## src/rtl/ffa_pkg.sv

```systemverilog
// Shared types, codes and defaults for the first-fit block allocator.
`timescale 1ns / 1ps
package ffa_pkg;

  localparam int FFA_TOTAL_UNITS = 512;
  localparam int FFA_TABLE_SLOTS = 32;

  localparam int OWNER_W  = 8;
  localparam int REQ_W    = 10;
  localparam int OFFSET_W = 9;

  typedef enum logic {
    CMD_ALLOC = 1'b0,
    CMD_FREE  = 1'b1
  } cmd_code_t;

  typedef enum logic [1:0] {
    ST_ALLOCATED = 2'd0,
    ST_NO_SPACE  = 2'd1,
    ST_FREED     = 2'd2,
    ST_NOT_FOUND = 2'd3
  } status_t;

  typedef enum logic [4:0] {
    S_INIT,
    S_IDLE,
    S_SCAN_RD,
    S_SCAN_CHK,
    S_UP_RD,
    S_UP_WR,
    S_SPLIT_WR,
    S_TAKE_WR,
    S_NEXT_RD,
    S_NEXT_CHK,
    S_DN_RD,
    S_DN_WR,
    S_PREV_RD,
    S_PREV_CHK,
    S_PMERGE_WR,
    S_REL_WR,
    S_DONE
  } state_t;

  // table address sources
  typedef enum logic [2:0] {
    A_ZERO,
    A_IDX,
    A_IDX_INC,
    A_IDX_DEC,
    A_PTR,
    A_PTR_INC
  } addr_sel_t;

  // table write data sources
  typedef enum logic [2:0] {
    W_INIT,
    W_COPY,
    W_SPLIT,
    W_TAKE,
    W_REL,
    W_PMERGE
  } wdata_sel_t;

  typedef enum logic [1:0] {
    IDX_HOLD,
    IDX_CLR,
    IDX_INC
  } idx_op_t;

  typedef enum logic [2:0] {
    PTR_HOLD,
    PTR_TOP,
    PTR_IDX,
    PTR_IDX_INC,
    PTR_INC,
    PTR_DEC
  } ptr_op_t;

  typedef enum logic [1:0] {
    CNT_HOLD,
    CNT_INC,
    CNT_DEC
  } cnt_op_t;

  typedef enum logic [1:0] {
    CUR_HOLD,
    CUR_LOAD,
    CUR_ADD,
    CUR_TRIM
  } cur_op_t;

  typedef struct packed {
    logic       load_req;
    idx_op_t    idx_op;
    ptr_op_t    ptr_op;
    cnt_op_t    cnt_op;
    cur_op_t    cur_op;
    logic       rd_en;
    addr_sel_t  rd_sel;
    logic       wr_en;
    addr_sel_t  wr_sel;
    wdata_sel_t wr_data;
    logic       res_load;
    status_t    res_code;
    logic       out_push;
  } dp_cmd_t;

  typedef struct packed {
    logic req_free;
    logic req_zero;
    logic fit;
    logic owned;
    logic rd_free;
    logic split_ok;
    logic scan_last;
    logic has_next;
    logic has_prev;
    logic next_last;
    logic up_last;
    logic dn_last;
    logic out_busy;
  } dp_stat_t;

endpackage

```

## src/rtl/ffa_ctrl.sv

```systemverilog
// Controller state machine: sequences scan, shift, split and merge steps.
`timescale 1ns / 1ps
module ffa_ctrl
  import ffa_pkg::*;
(
  input  logic     clk,
  input  logic     rst,
  input  logic     in_valid,
  output logic     in_ready,
  input  dp_stat_t stat,
  output dp_cmd_t  cmd
);

  state_t state, state_next;
  logic   pred_phase, pred_phase_next;

  always_ff @(posedge clk) begin
    if (rst) begin
      state      <= S_INIT;
      pred_phase <= 1'b0;
    end else begin
      state      <= state_next;
      pred_phase <= pred_phase_next;
    end
  end

  always_comb begin
    state_next      = state;
    pred_phase_next = pred_phase;
    in_ready        = 1'b0;
    cmd.load_req    = 1'b0;
    cmd.idx_op      = IDX_HOLD;
    cmd.ptr_op      = PTR_HOLD;
    cmd.cnt_op      = CNT_HOLD;
    cmd.cur_op      = CUR_HOLD;
    cmd.rd_en       = 1'b0;
    cmd.rd_sel      = A_IDX;
    cmd.wr_en       = 1'b0;
    cmd.wr_sel      = A_IDX;
    cmd.wr_data     = W_COPY;
    cmd.res_load    = 1'b0;
    cmd.res_code    = ST_NO_SPACE;
    cmd.out_push    = 1'b0;

    unique case (state)
      S_INIT: begin
        cmd.wr_en   = 1'b1;
        cmd.wr_sel  = A_ZERO;
        cmd.wr_data = W_INIT;
        state_next  = S_IDLE;
      end

      S_IDLE: begin
        in_ready = 1'b1;
        if (in_valid) begin
          cmd.load_req    = 1'b1;
          cmd.idx_op      = IDX_CLR;
          pred_phase_next = 1'b0;
          state_next      = S_SCAN_RD;
        end
      end

      S_SCAN_RD: begin
        if (!stat.req_free && stat.req_zero) begin
          cmd.res_load = 1'b1;
          cmd.res_code = ST_NO_SPACE;
          state_next   = S_DONE;
        end else begin
          cmd.rd_en  = 1'b1;
          cmd.rd_sel = A_IDX;
          state_next = S_SCAN_CHK;
        end
      end

      S_SCAN_CHK: begin
        if (!stat.req_free && stat.fit) begin
          cmd.cur_op = CUR_LOAD;
          cmd.ptr_op = PTR_TOP;
          if (stat.split_ok) begin
            state_next = stat.has_next ? S_UP_RD : S_SPLIT_WR;
          end else begin
            state_next = S_TAKE_WR;
          end
        end else if (stat.req_free && stat.owned) begin
          cmd.cur_op = CUR_LOAD;
          if (stat.has_next) begin
            state_next = S_NEXT_RD;
          end else if (stat.has_prev) begin
            state_next = S_PREV_RD;
          end else begin
            state_next = S_REL_WR;
          end
        end else if (stat.scan_last) begin
          cmd.res_load = 1'b1;
          cmd.res_code = stat.req_free ? ST_NOT_FOUND : ST_NO_SPACE;
          state_next   = S_DONE;
        end else begin
          cmd.idx_op = IDX_INC;
          state_next = S_SCAN_RD;
        end
      end

      // open a slot after the chosen block, top entry first
      S_UP_RD: begin
        cmd.rd_en  = 1'b1;
        cmd.rd_sel = A_PTR;
        state_next = S_UP_WR;
      end

      S_UP_WR: begin
        cmd.wr_en   = 1'b1;
        cmd.wr_sel  = A_PTR_INC;
        cmd.wr_data = W_COPY;
        if (stat.up_last) begin
          state_next = S_SPLIT_WR;
        end else begin
          cmd.ptr_op = PTR_DEC;
          state_next = S_UP_RD;
        end
      end

      S_SPLIT_WR: begin
        cmd.wr_en   = 1'b1;
        cmd.wr_sel  = A_IDX_INC;
        cmd.wr_data = W_SPLIT;
        cmd.cnt_op  = CNT_INC;
        cmd.cur_op  = CUR_TRIM;
        state_next  = S_TAKE_WR;
      end

      S_TAKE_WR: begin
        cmd.wr_en    = 1'b1;
        cmd.wr_sel   = A_IDX;
        cmd.wr_data  = W_TAKE;
        cmd.res_load = 1'b1;
        cmd.res_code = ST_ALLOCATED;
        state_next   = S_DONE;
      end

      S_NEXT_RD: begin
        cmd.rd_en  = 1'b1;
        cmd.rd_sel = A_IDX_INC;
        state_next = S_NEXT_CHK;
      end

      S_NEXT_CHK: begin
        if (stat.rd_free) begin
          cmd.cur_op = CUR_ADD;
          cmd.ptr_op = PTR_IDX_INC;
          if (stat.next_last) begin
            cmd.cnt_op = CNT_DEC;
            state_next = stat.has_prev ? S_PREV_RD : S_REL_WR;
          end else begin
            state_next = S_DN_RD;
          end
        end else begin
          state_next = stat.has_prev ? S_PREV_RD : S_REL_WR;
        end
      end

      // close the gap left by a removed entry
      S_DN_RD: begin
        cmd.rd_en  = 1'b1;
        cmd.rd_sel = A_PTR_INC;
        state_next = S_DN_WR;
      end

      S_DN_WR: begin
        cmd.wr_en   = 1'b1;
        cmd.wr_sel  = A_PTR;
        cmd.wr_data = W_COPY;
        if (stat.dn_last) begin
          cmd.cnt_op = CNT_DEC;
          if (pred_phase) begin
            cmd.res_load = 1'b1;
            cmd.res_code = ST_FREED;
            state_next   = S_DONE;
          end else begin
            state_next = stat.has_prev ? S_PREV_RD : S_REL_WR;
          end
        end else begin
          cmd.ptr_op = PTR_INC;
          state_next = S_DN_RD;
        end
      end

      S_PREV_RD: begin
        cmd.rd_en  = 1'b1;
        cmd.rd_sel = A_IDX_DEC;
        state_next = S_PREV_CHK;
      end

      S_PREV_CHK: begin
        state_next = stat.rd_free ? S_PMERGE_WR : S_REL_WR;
      end

      S_PMERGE_WR: begin
        cmd.wr_en       = 1'b1;
        cmd.wr_sel      = A_IDX_DEC;
        cmd.wr_data     = W_PMERGE;
        cmd.ptr_op      = PTR_IDX;
        pred_phase_next = 1'b1;
        if (stat.scan_last) begin
          cmd.cnt_op   = CNT_DEC;
          cmd.res_load = 1'b1;
          cmd.res_code = ST_FREED;
          state_next   = S_DONE;
        end else begin
          state_next = S_DN_RD;
        end
      end

      S_REL_WR: begin
        cmd.wr_en    = 1'b1;
        cmd.wr_sel   = A_IDX;
        cmd.wr_data  = W_REL;
        cmd.res_load = 1'b1;
        cmd.res_code = ST_FREED;
        state_next   = S_DONE;
      end

      S_DONE: begin
        if (!stat.out_busy) begin
          cmd.out_push = 1'b1;
          state_next   = S_IDLE;
        end
      end

      default: begin
        state_next = S_INIT;
      end
    endcase
  end

endmodule

```

## src/rtl/ffa_dp.sv

```systemverilog
// Datapath: block table memory, scan and shift pointers, result registers.
`timescale 1ns / 1ps
module ffa_dp
  import ffa_pkg::*;
#(
  parameter int TOTAL_UNITS = FFA_TOTAL_UNITS,
  parameter int TABLE_SLOTS = FFA_TABLE_SLOTS
) (
  input  logic                clk,
  input  logic                rst,
  input  dp_cmd_t             cmd,
  output dp_stat_t            stat,
  input  logic                in_command,
  input  logic [OWNER_W-1:0]  in_owner_id,
  input  logic [REQ_W-1:0]    in_request_size,
  output logic                out_valid,
  input  logic                out_ready,
  output status_t             out_status,
  output logic [OFFSET_W-1:0] out_offset
);

  localparam int AW   = $clog2(TOTAL_UNITS);
  localparam int SW   = $clog2(TOTAL_UNITS + 1);
  localparam int IW   = $clog2(TABLE_SLOTS);
  localparam int CW   = $clog2(TABLE_SLOTS + 1);
  localparam int CMPW = (SW > REQ_W) ? SW : REQ_W;
  localparam int OFW  = AW + OFFSET_W;

  // table storage, one row per block
  logic [AW-1:0]      mem_start [TABLE_SLOTS];
  logic [SW-1:0]      mem_size  [TABLE_SLOTS];
  logic [OWNER_W-1:0] mem_owner [TABLE_SLOTS];
  logic               mem_free  [TABLE_SLOTS];

  logic [AW-1:0]      rd_start;
  logic [SW-1:0]      rd_size;
  logic [OWNER_W-1:0] rd_owner;
  logic               rd_free;

  cmd_code_t          req_cmd;
  logic [OWNER_W-1:0] req_owner;
  logic [REQ_W-1:0]   req_size;

  logic [IW-1:0]      idx;
  logic [IW-1:0]      ptr;
  logic [CW-1:0]      count;
  logic [AW-1:0]      cur_start;
  logic [SW-1:0]      cur_size;

  status_t            res_status;
  logic [OFFSET_W-1:0] res_offset;

  logic [IW-1:0]      rd_addr;
  logic [IW-1:0]      wr_addr;
  logic [AW-1:0]      wr_start;
  logic [SW-1:0]      wr_size;
  logic [OWNER_W-1:0] wr_owner;
  logic               wr_free;

  logic [CMPW-1:0]    req_ext;
  logic [CMPW-1:0]    rd_size_ext;
  logic [CMPW-1:0]    cur_size_ext;
  logic [CMPW:0]      split_start;
  logic [CMPW-1:0]    split_size;
  logic [CW:0]        idx_c;
  logic [CW:0]        ptr_c;
  logic [CW:0]        count_c;
  logic [OFW-1:0]     off_wide;

  function automatic logic [IW-1:0] pick_addr(addr_sel_t s, logic [IW-1:0] i,
                                               logic [IW-1:0] p);
    logic [IW-1:0] a;
    a = '0;
    unique case (s)
      A_ZERO:    a = '0;
      A_IDX:     a = i;
      A_IDX_INC: a = i + IW'(1);
      A_IDX_DEC: a = i - IW'(1);
      A_PTR:     a = p;
      A_PTR_INC: a = p + IW'(1);
      default:   a = '0;
    endcase
    return a;
  endfunction

  assign rd_addr = pick_addr(cmd.rd_sel, idx, ptr);
  assign wr_addr = pick_addr(cmd.wr_sel, idx, ptr);

  assign req_ext      = CMPW'(req_size);
  assign rd_size_ext  = CMPW'(rd_size);
  assign cur_size_ext = CMPW'(cur_size);
  assign split_start  = (CMPW + 1)'(cur_start) + (CMPW + 1)'(req_size);
  assign split_size   = cur_size_ext - req_ext;

  always_comb begin
    wr_start = rd_start;
    wr_size  = rd_size;
    wr_owner = rd_owner;
    wr_free  = rd_free;
    unique case (cmd.wr_data)
      W_INIT: begin
        wr_start = '0;
        wr_size  = SW'(TOTAL_UNITS);
        wr_owner = '0;
        wr_free  = 1'b1;
      end
      W_COPY: begin
        wr_start = rd_start;
        wr_size  = rd_size;
        wr_owner = rd_owner;
        wr_free  = rd_free;
      end
      W_SPLIT: begin
        wr_start = split_start[AW-1:0];
        wr_size  = split_size[SW-1:0];
        wr_owner = '0;
        wr_free  = 1'b1;
      end
      W_TAKE: begin
        wr_start = cur_start;
        wr_size  = cur_size;
        wr_owner = req_owner;
        wr_free  = 1'b0;
      end
      W_REL: begin
        wr_start = cur_start;
        wr_size  = cur_size;
        wr_owner = '0;
        wr_free  = 1'b1;
      end
      W_PMERGE: begin
        wr_start = rd_start;
        wr_size  = rd_size + cur_size;
        wr_owner = '0;
        wr_free  = 1'b1;
      end
      default: begin
        wr_start = rd_start;
      end
    endcase
  end

  always_ff @(posedge clk) begin
    if (cmd.wr_en) begin
      mem_start[wr_addr] <= wr_start;
      mem_size[wr_addr]  <= wr_size;
      mem_owner[wr_addr] <= wr_owner;
      mem_free[wr_addr]  <= wr_free;
    end
  end

  always_ff @(posedge clk) begin
    if (cmd.rd_en) begin
      rd_start <= mem_start[rd_addr];
      rd_size  <= mem_size[rd_addr];
      rd_owner <= mem_owner[rd_addr];
      rd_free  <= mem_free[rd_addr];
    end
  end

  // request and working registers
  always_ff @(posedge clk) begin
    if (cmd.load_req) begin
      req_cmd   <= cmd_code_t'(in_command);
      req_owner <= in_owner_id;
      req_size  <= in_request_size;
    end

    unique case (cmd.idx_op)
      IDX_CLR:  idx <= '0;
      IDX_INC:  idx <= idx + IW'(1);
      default:  idx <= idx;
    endcase

    unique case (cmd.ptr_op)
      PTR_TOP:     ptr <= IW'(count - CW'(1));
      PTR_IDX:     ptr <= idx;
      PTR_IDX_INC: ptr <= idx + IW'(1);
      PTR_INC:     ptr <= ptr + IW'(1);
      PTR_DEC:     ptr <= ptr - IW'(1);
      default:     ptr <= ptr;
    endcase

    unique case (cmd.cur_op)
      CUR_LOAD: begin
        cur_start <= rd_start;
        cur_size  <= rd_size;
      end
      CUR_ADD:  cur_size <= cur_size + rd_size;
      CUR_TRIM: cur_size <= req_ext[SW-1:0];
      default:  cur_size <= cur_size;
    endcase

    if (cmd.res_load) begin
      res_status <= cmd.res_code;
      if (cmd.res_code == ST_ALLOCATED || cmd.res_code == ST_FREED) begin
        res_offset <= off_wide[OFFSET_W-1:0];
      end else begin
        res_offset <= '0;
      end
    end

    if (cmd.out_push) begin
      out_status <= res_status;
      out_offset <= res_offset;
    end
  end

  assign off_wide = OFW'(cur_start);

  always_ff @(posedge clk) begin
    if (rst) begin
      count     <= CW'(1);
      out_valid <= 1'b0;
    end else begin
      unique case (cmd.cnt_op)
        CNT_INC: count <= count + CW'(1);
        CNT_DEC: count <= count - CW'(1);
        default: count <= count;
      endcase
      if (cmd.out_push) begin
        out_valid <= 1'b1;
      end else if (out_ready) begin
        out_valid <= 1'b0;
      end
    end
  end

  assign idx_c   = (CW + 1)'(idx);
  assign ptr_c   = (CW + 1)'(ptr);
  assign count_c = (CW + 1)'(count);

  assign stat.req_free  = (req_cmd == CMD_FREE);
  assign stat.req_zero  = (req_size == '0);
  assign stat.fit       = rd_free && (rd_size_ext >= req_ext);
  assign stat.owned     = !rd_free && (rd_owner == req_owner);
  assign stat.rd_free   = rd_free;
  assign stat.split_ok  = (rd_size_ext > req_ext) && (count < CW'(TABLE_SLOTS));
  assign stat.scan_last = (idx_c + (CW + 1)'(1)) == count_c;
  assign stat.has_next  = (idx_c + (CW + 1)'(1)) < count_c;
  assign stat.has_prev  = (idx != '0);
  assign stat.next_last = (idx_c + (CW + 1)'(2)) == count_c;
  assign stat.up_last   = (ptr == idx + IW'(1));
  assign stat.dn_last   = (ptr_c + (CW + 1)'(2)) == count_c;
  assign stat.out_busy  = out_valid && !out_ready;

`ifndef SYNTHESIS
  a_count_range: assert property (@(posedge clk) disable iff (rst)
    (count != '0) && (count <= CW'(TABLE_SLOTS)))
    else $error("block count out of range");

  a_count_step: assert property (@(posedge clk) disable iff (rst)
    (count != $past(count)) |->
      (count == $past(count) + CW'(1)) || (count == $past(count) - CW'(1)))
    else $error("block count moved by more than one");

  a_split_room: assert property (@(posedge clk) disable iff (rst)
    (cmd.cnt_op == CNT_INC) |-> (count < CW'(TABLE_SLOTS)))
    else $error("split with a full table");

  a_fail_offset: assert property (@(posedge clk) disable iff (rst)
    (out_valid && (out_status == ST_NO_SPACE || out_status == ST_NOT_FOUND))
      |-> (out_offset == '0))
    else $error("nonzero offset on a failed request");
`endif

endmodule

```

## src/rtl/first_fit_block_allocator.sv

```systemverilog
// Top level of the first-fit block allocator with coalescing on free.
//
//   channel | dir | tdata                          | tuser
//   s_*     | in  | [7:0] owner_id, [17:8] req size | [0] command (0 alloc, 1 free)
//   m_*     | out | [8:0] block_offset             | [1:0] status
//
// An allocate checks each entry up to the first fit; on a split it moves later
// entries up a slot, writes the split-off free block, then the taken one. A free
// scans for the owner's block and merges it with a free next and previous neighbour,
// moving later entries down for each merge. An entry move is a table read, then a table
// write. After reset, the initial free block is written before s_tready rises.
// A result waits in the output register while the next request is taken.
`timescale 1ns / 1ps
module first_fit_block_allocator
  import ffa_pkg::*;
#(
  parameter int TOTAL_UNITS = FFA_TOTAL_UNITS,
  parameter int TABLE_SLOTS = FFA_TABLE_SLOTS
) (
  input  logic        clk,
  input  logic        rst,
  input  logic        s_tvalid,
  output logic        s_tready,
  input  logic [23:0] s_tdata,   // [7:0] owner_id, [17:8] request_size, [23:18] zero
  input  logic [0:0]  s_tuser,   // [0] command
  output logic        m_tvalid,
  input  logic        m_tready,
  output logic [15:0] m_tdata,   // [8:0] block_offset, [15:9] zero
  output logic [1:0]  m_tuser    // [1:0] status
);

  dp_cmd_t             cmd;
  dp_stat_t            stat;
  status_t             out_status;
  logic [OFFSET_W-1:0] out_offset;

  ffa_ctrl u_ctrl (
    .clk      (clk),
    .rst      (rst),
    .in_valid (s_tvalid),
    .in_ready (s_tready),
    .stat     (stat),
    .cmd      (cmd)
  );

  ffa_dp #(
    .TOTAL_UNITS (TOTAL_UNITS),
    .TABLE_SLOTS (TABLE_SLOTS)
  ) u_dp (
    .clk             (clk),
    .rst             (rst),
    .cmd             (cmd),
    .stat            (stat),
    .in_command      (s_tuser[0]),
    .in_owner_id     (s_tdata[7:0]),
    .in_request_size (s_tdata[17:8]),
    .out_valid       (m_tvalid),
    .out_ready       (m_tready),
    .out_status      (out_status),
    .out_offset      (out_offset)
  );

  assign m_tdata = {7'b0, out_offset};
  assign m_tuser = out_status;

endmodule
```

## config.mk

```make
export PLATFORM = sky130hd
export DESIGN_NAME = first_fit_block_allocator
export DESIGN_NICKNAME = d
export VERILOG_FILES = /design/src/rtl/ffa_pkg.sv /design/src/rtl/ffa_ctrl.sv /design/src/rtl/ffa_dp.sv /design/src/rtl/first_fit_block_allocator.sv
export SDC_FILE = /design/constraint.sdc
export NUM_CORES = 2
export LEC_CHECK = 0
export ABC_AREA = 1
export BUFFER_PORTS_ARGS = -buffer_cell sky130_fd_sc_hd__buf_2
export CORE_UTILIZATION = 39
export CTS_CLUSTER_SIZE = 24
export DETAILED_ROUTE_END_ITERATION = 12
export GPL_TIMING_DRIVEN = 0
export SKIP_CTS_REPAIR_TIMING = 1
export SYNTH_ARGS = -nofsm -noshare
export SYNTH_HDL_FRONTEND = slang
export SYNTH_SLANG_ARGS = --single-unit
export TNS_END_PERCENT = 10
```

## constraint.sdc

```tcl
create_clock -name clk -period 3.8 [get_ports clk]
set_input_delay 0.19 -clock clk [delete_from_list [all_inputs] [get_ports clk]]
set_output_delay 0.19 -clock clk [all_outputs]
set_load 0.02 [all_outputs]
```

# Word level (Yosys, flattened, before mapping)
# Memory sizes are Yosys's and may differ from the RTL's. A register that Yosys moved wholly into a read port is not among the register bits.
# Index checks and enable logic that the tools add are counted.
[classes]
n_addsub = 12
n_lt_le_gt_ge = 4
eq_ne = 50
muxes = 67
n_reduce_logical = 27
[ops]
columns = ["cell", "count"]
rows = [
  ["$pmux W5 S16", 1],
  ["$pmux W5 S5", 3],
  ["$mux W5", 12],
  ["$pmux W7 S7", 1],
  ["$eq A5 B4 Y1 const B", 8],
  ["$pmux W10 S4", 1],
  ["$mux W3", 11],
  ["$pmux W10 S3", 1],
  ["$pmux W9 S3", 1],
  ["$eq A3 B2 Y1 const B", 8],
  ["$eq A3 B3 Y1 const B", 8],
  ["$mux W2", 11],
  ["$eq A7 B6 Y1", 3],
  ["$eq A5 B3 Y1 const B", 4],
  ["$pmux W4 S5", 1],
  ["$pmux W3 S6", 1],
  ["$pmux W8 S2", 1],
  ["$pmux W3 S5", 1],
  ["$add A5 B2 Y6 const B", 2],
  ["$mux W1", 12],
  ["$pmux W6 S2", 1],
  ["$add A10 B10 Y10", 1],
  ["$add A5 B1 Y5 const B", 2],
  ["$eq A2 B2 Y1 const B", 5],
  ["38 further kinds", 60],
]
[word_totals]
reg_bits = 83
ram_bits = 896
inputBits = 29
output_inout_bits = 20
wordCells = 179
n_memories = 4
[mem_list]
columns = ["name", "words", "width", "rd", "rd_ports_with_merged_regs", "wr", "line", "rtl"]
rows = [
  ["u_dp.mem_size", 32, 10, 1, 1, 1, "ffa_dp.sv:31", "logic [SW-1:0] mem_size [TABLE_SLOTS];"],
  ["u_dp.mem_start", 32, 9, 1, 1, 1, "ffa_dp.sv:30", "logic [AW-1:0] mem_start [TABLE_SLOTS];"],
  ["u_dp.mem_owner", 32, 8, 1, 1, 1, "ffa_dp.sv:32", "logic [OWNER_W-1:0] mem_owner [TABLE_SLOTS];"],
  ["u_dp.mem_free", 32, 1, 1, 1, 1, "ffa_dp.sv:33", "logic mem_free [TABLE_SLOTS];"],
]

# Depth between registers and ports, before layout
[depth]
ltp_word = 8
mapped_depth = 19

# By module
# Synthesis repeated with hierarchy kept, for this count alone.
[unflattened]
cells_unflattened = 3956
area_unflattened_um2 = 44483.9
[modules_own_cells]
columns = ["mod", "n_inst", "cells_per_inst", "area_each_um2"]
rows = [
  ["ffa_dp", 1, 3782, 43583.0],
  ["ffa_ctrl", 1, 166, 844.6],
  ["first_fit_block_allocator", 1, 8, 56.3],
]

# Worst setup path after synthesis
# OpenSTA, ideal clock, no wires.
[synth_path]
path_type = "reg-to-reg"
from = "register u_dp.idx[0]"
to = "memory u_dp.mem_free[12] (enable)"
setup_time_ns = 0.413
t_arrival_ns = 3.039
required_time_ns = 3.387
slack_ns = 0.348
path_stages_with_launch = 10
path_buffers = 0
period_less_slack_ns = 3.452
cell_sequence = "edfxtp_1 > ha_1 > nand3_1 > xor2_1 > o21ai_0 > a221oi_1 > nand2_1 > nor2_1 > nand2_1 > nor2_1"
[synth_via]
elab_chain_cells = 2
word_cells_on_any_way = 3
classes_between = "add/sub (2); mux (1)"
[synth_rtl]
columns = ["item", "line", "rtl"]
rows = [
  ["start, declared", "ffa_dp.sv:44", "logic [IW-1:0] idx;"],
  ["start signal, assigned", "ffa_dp.sv:171", "IDX_INC: idx <= idx + IW'(1);"],
  ["start signal, assigned", "ffa_dp.sv:172", "default: idx <= idx;"],
  ["$sub A5 B1 Y5 / $add A5 B1 Y5 (equally long branches)", "ffa_dp.sv:78, ffa_dp.sv:77", ""],
  ["$pmux W5 S5 *", "ffa_dp.sv:74", "unique case (s)"],
  ["end, declared", "ffa_dp.sv:33", ""],
]
# Mark *: on every way between the ends. The rest lies on a longest branch, timed or not.

# Worst setup path after layout
[layout_path]
from = "register u_ctrl.state[1]"
to = "memory u_dp.mem_size[0][7] (netlist bit) (enable)"
[layout_via]
elab_chain_cells = 4
word_cells_on_any_way = 16
classes_between = "eq/ne (11); mux (4); reduce/logical (1)"
[layout_rtl]
columns = ["item", "line", "rtl"]
rows = [
  ["start, declared", "ffa_ctrl.sv:14", "state_t state, state_next;"],
  ["start signal, assigned", "ffa_ctrl.sv:22", "state <= state_next;"],
  ["$eq A5 B4 Y1 (tied with other cells)", "ffa_ctrl.sv:45", "unique case (state)"],
  ["$pmux W7 S7 *", "ffa_ctrl.sv:45", ""],
  ["$eq A3 B3 Y1 (tied with other cells)", "ffa_dp.sv:74", ""],
  ["$pmux W5 S5 / $mux W1 (equally long branches)", "ffa_dp.sv:74, ffa_dp.sv:146", ""],
  ["end, declared", "ffa_dp.sv:31", ""],
]
# Marks and branches as above.

==> run_results.csv <==
group,metric,value,unit
timing,fin_hold_ws,0.236,ns
timing,period_share,1.02,
synth,synth_top_cells_by_area,"edfxtp_1 (68%), nand3_1 (15%), nand2_1 (6.3%)",
worst_setup_path,regToRegEndpoint,"u_dp.mem_size[0][7]",
timing,final_hold_viol_count,0,
timing,relSlewSlack,0.233,
min_path,worstHoldStart,"s_tdata[16]",
timing,rsz0062_at_grt,"yes",
power_and_ir_drop,seqPwrFrac,0.394,
worst_setup_path,path_class,"reg -> reg",
worst_setup_path,worst_setup_path_start_kind,"register",
synth,yosys.area.top_type,"edfxtp_1",
status,status,"finished, violations left",
clock_tree,cts.path.max_buffers,3,
clock_tree,clk_latency,0.70,ns
synth,syn_inst,3895,
placement,dpl_worst_slack,-0.729,ns
synth,ys_seq_area_frac,0.683,
synth,synth_area,44100,um2
route,drtPass1Iterations,8,
route,drtAntennaViolNets,0,
power_and_ir_drop,p_clk_frac,0.270,
worst_setup_path,required,4.14,ns
timing,post-route-min-period,3.87,ns
cells_and_area,syn_to_final_growth,19.1,%
status,violations,"negative setup slack",
die,start_util,0.393,
worst_setup_path,r2r_setup_slack,-0.07,ns
synth,yosysMostFrequentCell,"nand3_1",
die,die_h,338,um
global_routing,grt_pass1_wl,204000,um
synth,synth-main-ff-cell,"edfxtp_1",
global_routing,grt_overflow_total,0,
synth,synth_edf_count,994,
synth,syn_avg_cell_area,11.3,um2
worst_setup_path,rr_startpoint,"u_ctrl.state[1]",
global_routing,grt_max_degree,33,
power_and_ir_drop,combPwrFrac,0.336,
route,route.detailed.drc,0,
synth,yosys.area.top_type_share,0.677,
synth,yosysUniqueCellTypes,47,
synth,ys_ff_latch,1007,
worst_setup_path,crit_fanout,14,
timing,final.setup_skew,0.0425,ns
die,ioPinCount,49,
die,die_w,338,um
die,rows,123,
global_routing,track_usage,0.243,
global_routing,antenna_found_initial,2,
min_path,min_to,"u_dp.req_ext[8]",
global_routing,grt_pass1_vias,30400,
cells_and_area,fill_cells,10000,
power_and_ir_drop,pwr_density_cell,736,nW/um2
placement,dp_hpwl,99900,um
flow_run,drv_cap,0,
timing,fin_ws,-0.0673,ns
power_and_ir_drop,p_int,0.0243,W
min_path,hold_path_class,"in -> reg",
synth,synthTopCellsByCount,"nand3_1 (1,294), edfxtp_1 (994), nand2_1 (742)",
synth,yosys_warnings,0,
power_and_ir_drop,p_leak,19.0,nW
timing,final_max_slew_viol_count,0,
die,coreArea,112000,um2
placement,io_buffers,35,
route,routedWlPerCell,24.9,um
cells_and_area,multiInputGateArea,13000,um2
power_and_ir_drop,switching_power,0.0143,W
cells_and_area,register_area,30100,um2
power_and_ir_drop,switching_share,0.370,
min_path,holdPathStages,2,
clock_tree,cts.sinks,1007,
worst_setup_path,crit_arrival,4.20,ns
timing,tightest_slew,1.15,ns
route,wirelength,143000,um
clock_tree,cts_buffers,106,
clock_tree,cts-htree-levels,3,
route,viasPerCell,5.65,
route,drt_iter0_drc,4189,
cells_and_area,drive_gt1_frac,0.135,
route,vias,32600,
clock_tree,clk_pin_slew,0.06,ns
clock_tree,clock-root-buffer,"clkbuf_16",
timing,max_freq,259,MHz
synth,async_reset_ff_frac,0,
cells_and_area,fin_nets,4267,
timing,finalSetupViolCount,107,
worst_setup_path,r2r_cells,14,
placement,place_congestion,0.981,
worst_setup_path,critPathCaptureType,"register",
clock_tree,cts_tree,"yes",
power_and_ir_drop,max-vdd-ir-drop,414,uV
die,dieArea,114000,um2
-- registers in the layout, summed over array words and instances (netlist names), 6 cells and up --
signal           cells
u_dp.mem_owner     256
u_dp.rd_start        9
u_dp.cur_size       10
u_dp.cur_start       9
u_dp.count           6
u_dp.mem_size      320
u_dp.req_ext        10
u_dp.req_owner       8
u_dp.out_offset      9
u_dp.mem_free       32
u_dp.mem_start     288
u_dp.rd_size        10
u_dp.res_offset      9
u_dp.rd_owner        8
-- cell families after synthesis --
family / share of synthesized area
adders and majority gates: 0.0172
and+or+nand+nor: 0.233
AOI/OAI and AO/OA: 0.0215
DFF: 0.683
buffers and inverters: 0.0388
other: 0.0000850
xor gates and xnor gates: 0.00715
-- stage by stage --
stage	utilization	area, um2	total power (W)	setup TNS [ns]	cells
floorplan	-	44100	0.0215	0	3901
global placement	0.411	46200	0.0265	-2386.04	5436
detailed placement	0.427	48000	0.0276	-155.92	5504
CTS	0.458	51500	0.0379	-163.45	5699
global route	0.467	52500	0.0398	-60.48	5766
finish	0.467	52500	0.0386	-2.30	5769
-- how the worst max path moves through the flow --
stage,start,endpoint,cells past startpoint
detailed placement,u_dp.idx[0],u_dp.rd_start[6],14
global route,u_ctrl.state[1],u_dp.mem_start[0][5],14
finish,u_ctrl.state[1],u_dp.mem_size[0][7],14
CTS,u_dp.idx[0],u_dp.rd_start[6],14
global placement,u_ctrl.state[1],u_dp.mem_start[26][7],8
floorplan,u_dp.idx[0],u_dp.mem_free[12],9
-- power groups by stage --
stage / clock network (W) / logic (W) / registers (W)
after detailed placement: 0 / 0.0122 / 0.0154
after CTS: 0.0105 / 0.0122 / 0.0152
after floorplan: 0 / 0.00610 / 0.0154
after global routing: 0.0109 / 0.0136 / 0.0153
after global placement: 0 / 0.0107 / 0.0158
final: 0.0104 / 0.0130 / 0.0152
-- critical path, cell delays in order (launching register included) --
cell	delay, ns
dfxtp_1	0.47
inv_2	0.11
nor2_4	0.13
nand2_1	0.12
nor2_4	0.30
inv_2	0.16
nand2_1	0.11
nor2_1	0.06
nand3_2	0.22
nand3_2	0.16
nand3_1	0.10
nand2_1	0.24
nor2_2	0.26
nand2_2	0.47
nor2_4	0.59
-- area by class of cell --
| cell class | instances | share of cell area |
|---|---|---|
| Sequential cell | 1007 | 0.573 |
| Multi-Input combinational cell | 2495 | 0.248 |
| Clock buffer | 138 | 0.0542 |
| Timing Repair Buffer | 166 | 0.0424 |
| Tap cell | 1500 | 0.0357 |
| Buffer | 253 | 0.0230 |
| Clock inverter | 57 | 0.0121 |
| Inverter | 150 | 0.0108 |
| Antenna cell | 3 | 0.000143 |
-- per-layer routing --
| layer | GRT usage | routed length [um] | vias to the layer above |
|---|---|---|---|
| met3 | 0.0442 | 14800 | 251 |
| li1 | - | - | 14700 |
| met2 | 0.371 | 64100 | 1712 |
| met1 | 0.341 | 58500 | 15900 |
| met5 | 0 | 41 | - |
| met4 | 0.0978 | 5940 | 6 |
-- layout by cell type (no fill, tap or decap), types with 5 or more instances in the layout --
cell type / count
nand3_1: 1274
edfxtp_1: 994
nand2_1: 737
buf_2: 142
inv_1: 130
clkbuf_16: 109
clkbuf_1: 102
nor2_1: 91
ha_1: 54
buf_4: 50
a21oi_1: 48
nor2_4: 45
buf_12: 36
o21ai_0: 30
buf_1: 30
buf_16: 25
xor2_1: 24
nand3_2: 24
nand4_1: 22
clkinv_1: 22
dlygate4sd3_1: 22
inv_2: 16
clkbuf_2: 16
o211ai_1: 16
clkinv_2: 16
nor3_1: 14
dfxtp_1: 13
clkbuf_4: 12
bufinv_16: 11
nand2_2: 10
xnor2_1: 10
o221ai_1: 8
a221oi_1: 7
conb_1: 7
or2_2: 6
buf_6: 6
buf_8: 6
o22ai_1: 5
a31oi_1: 5
o2111ai_4: 5
Note: power is estimated with default switching activity, not from simulation.
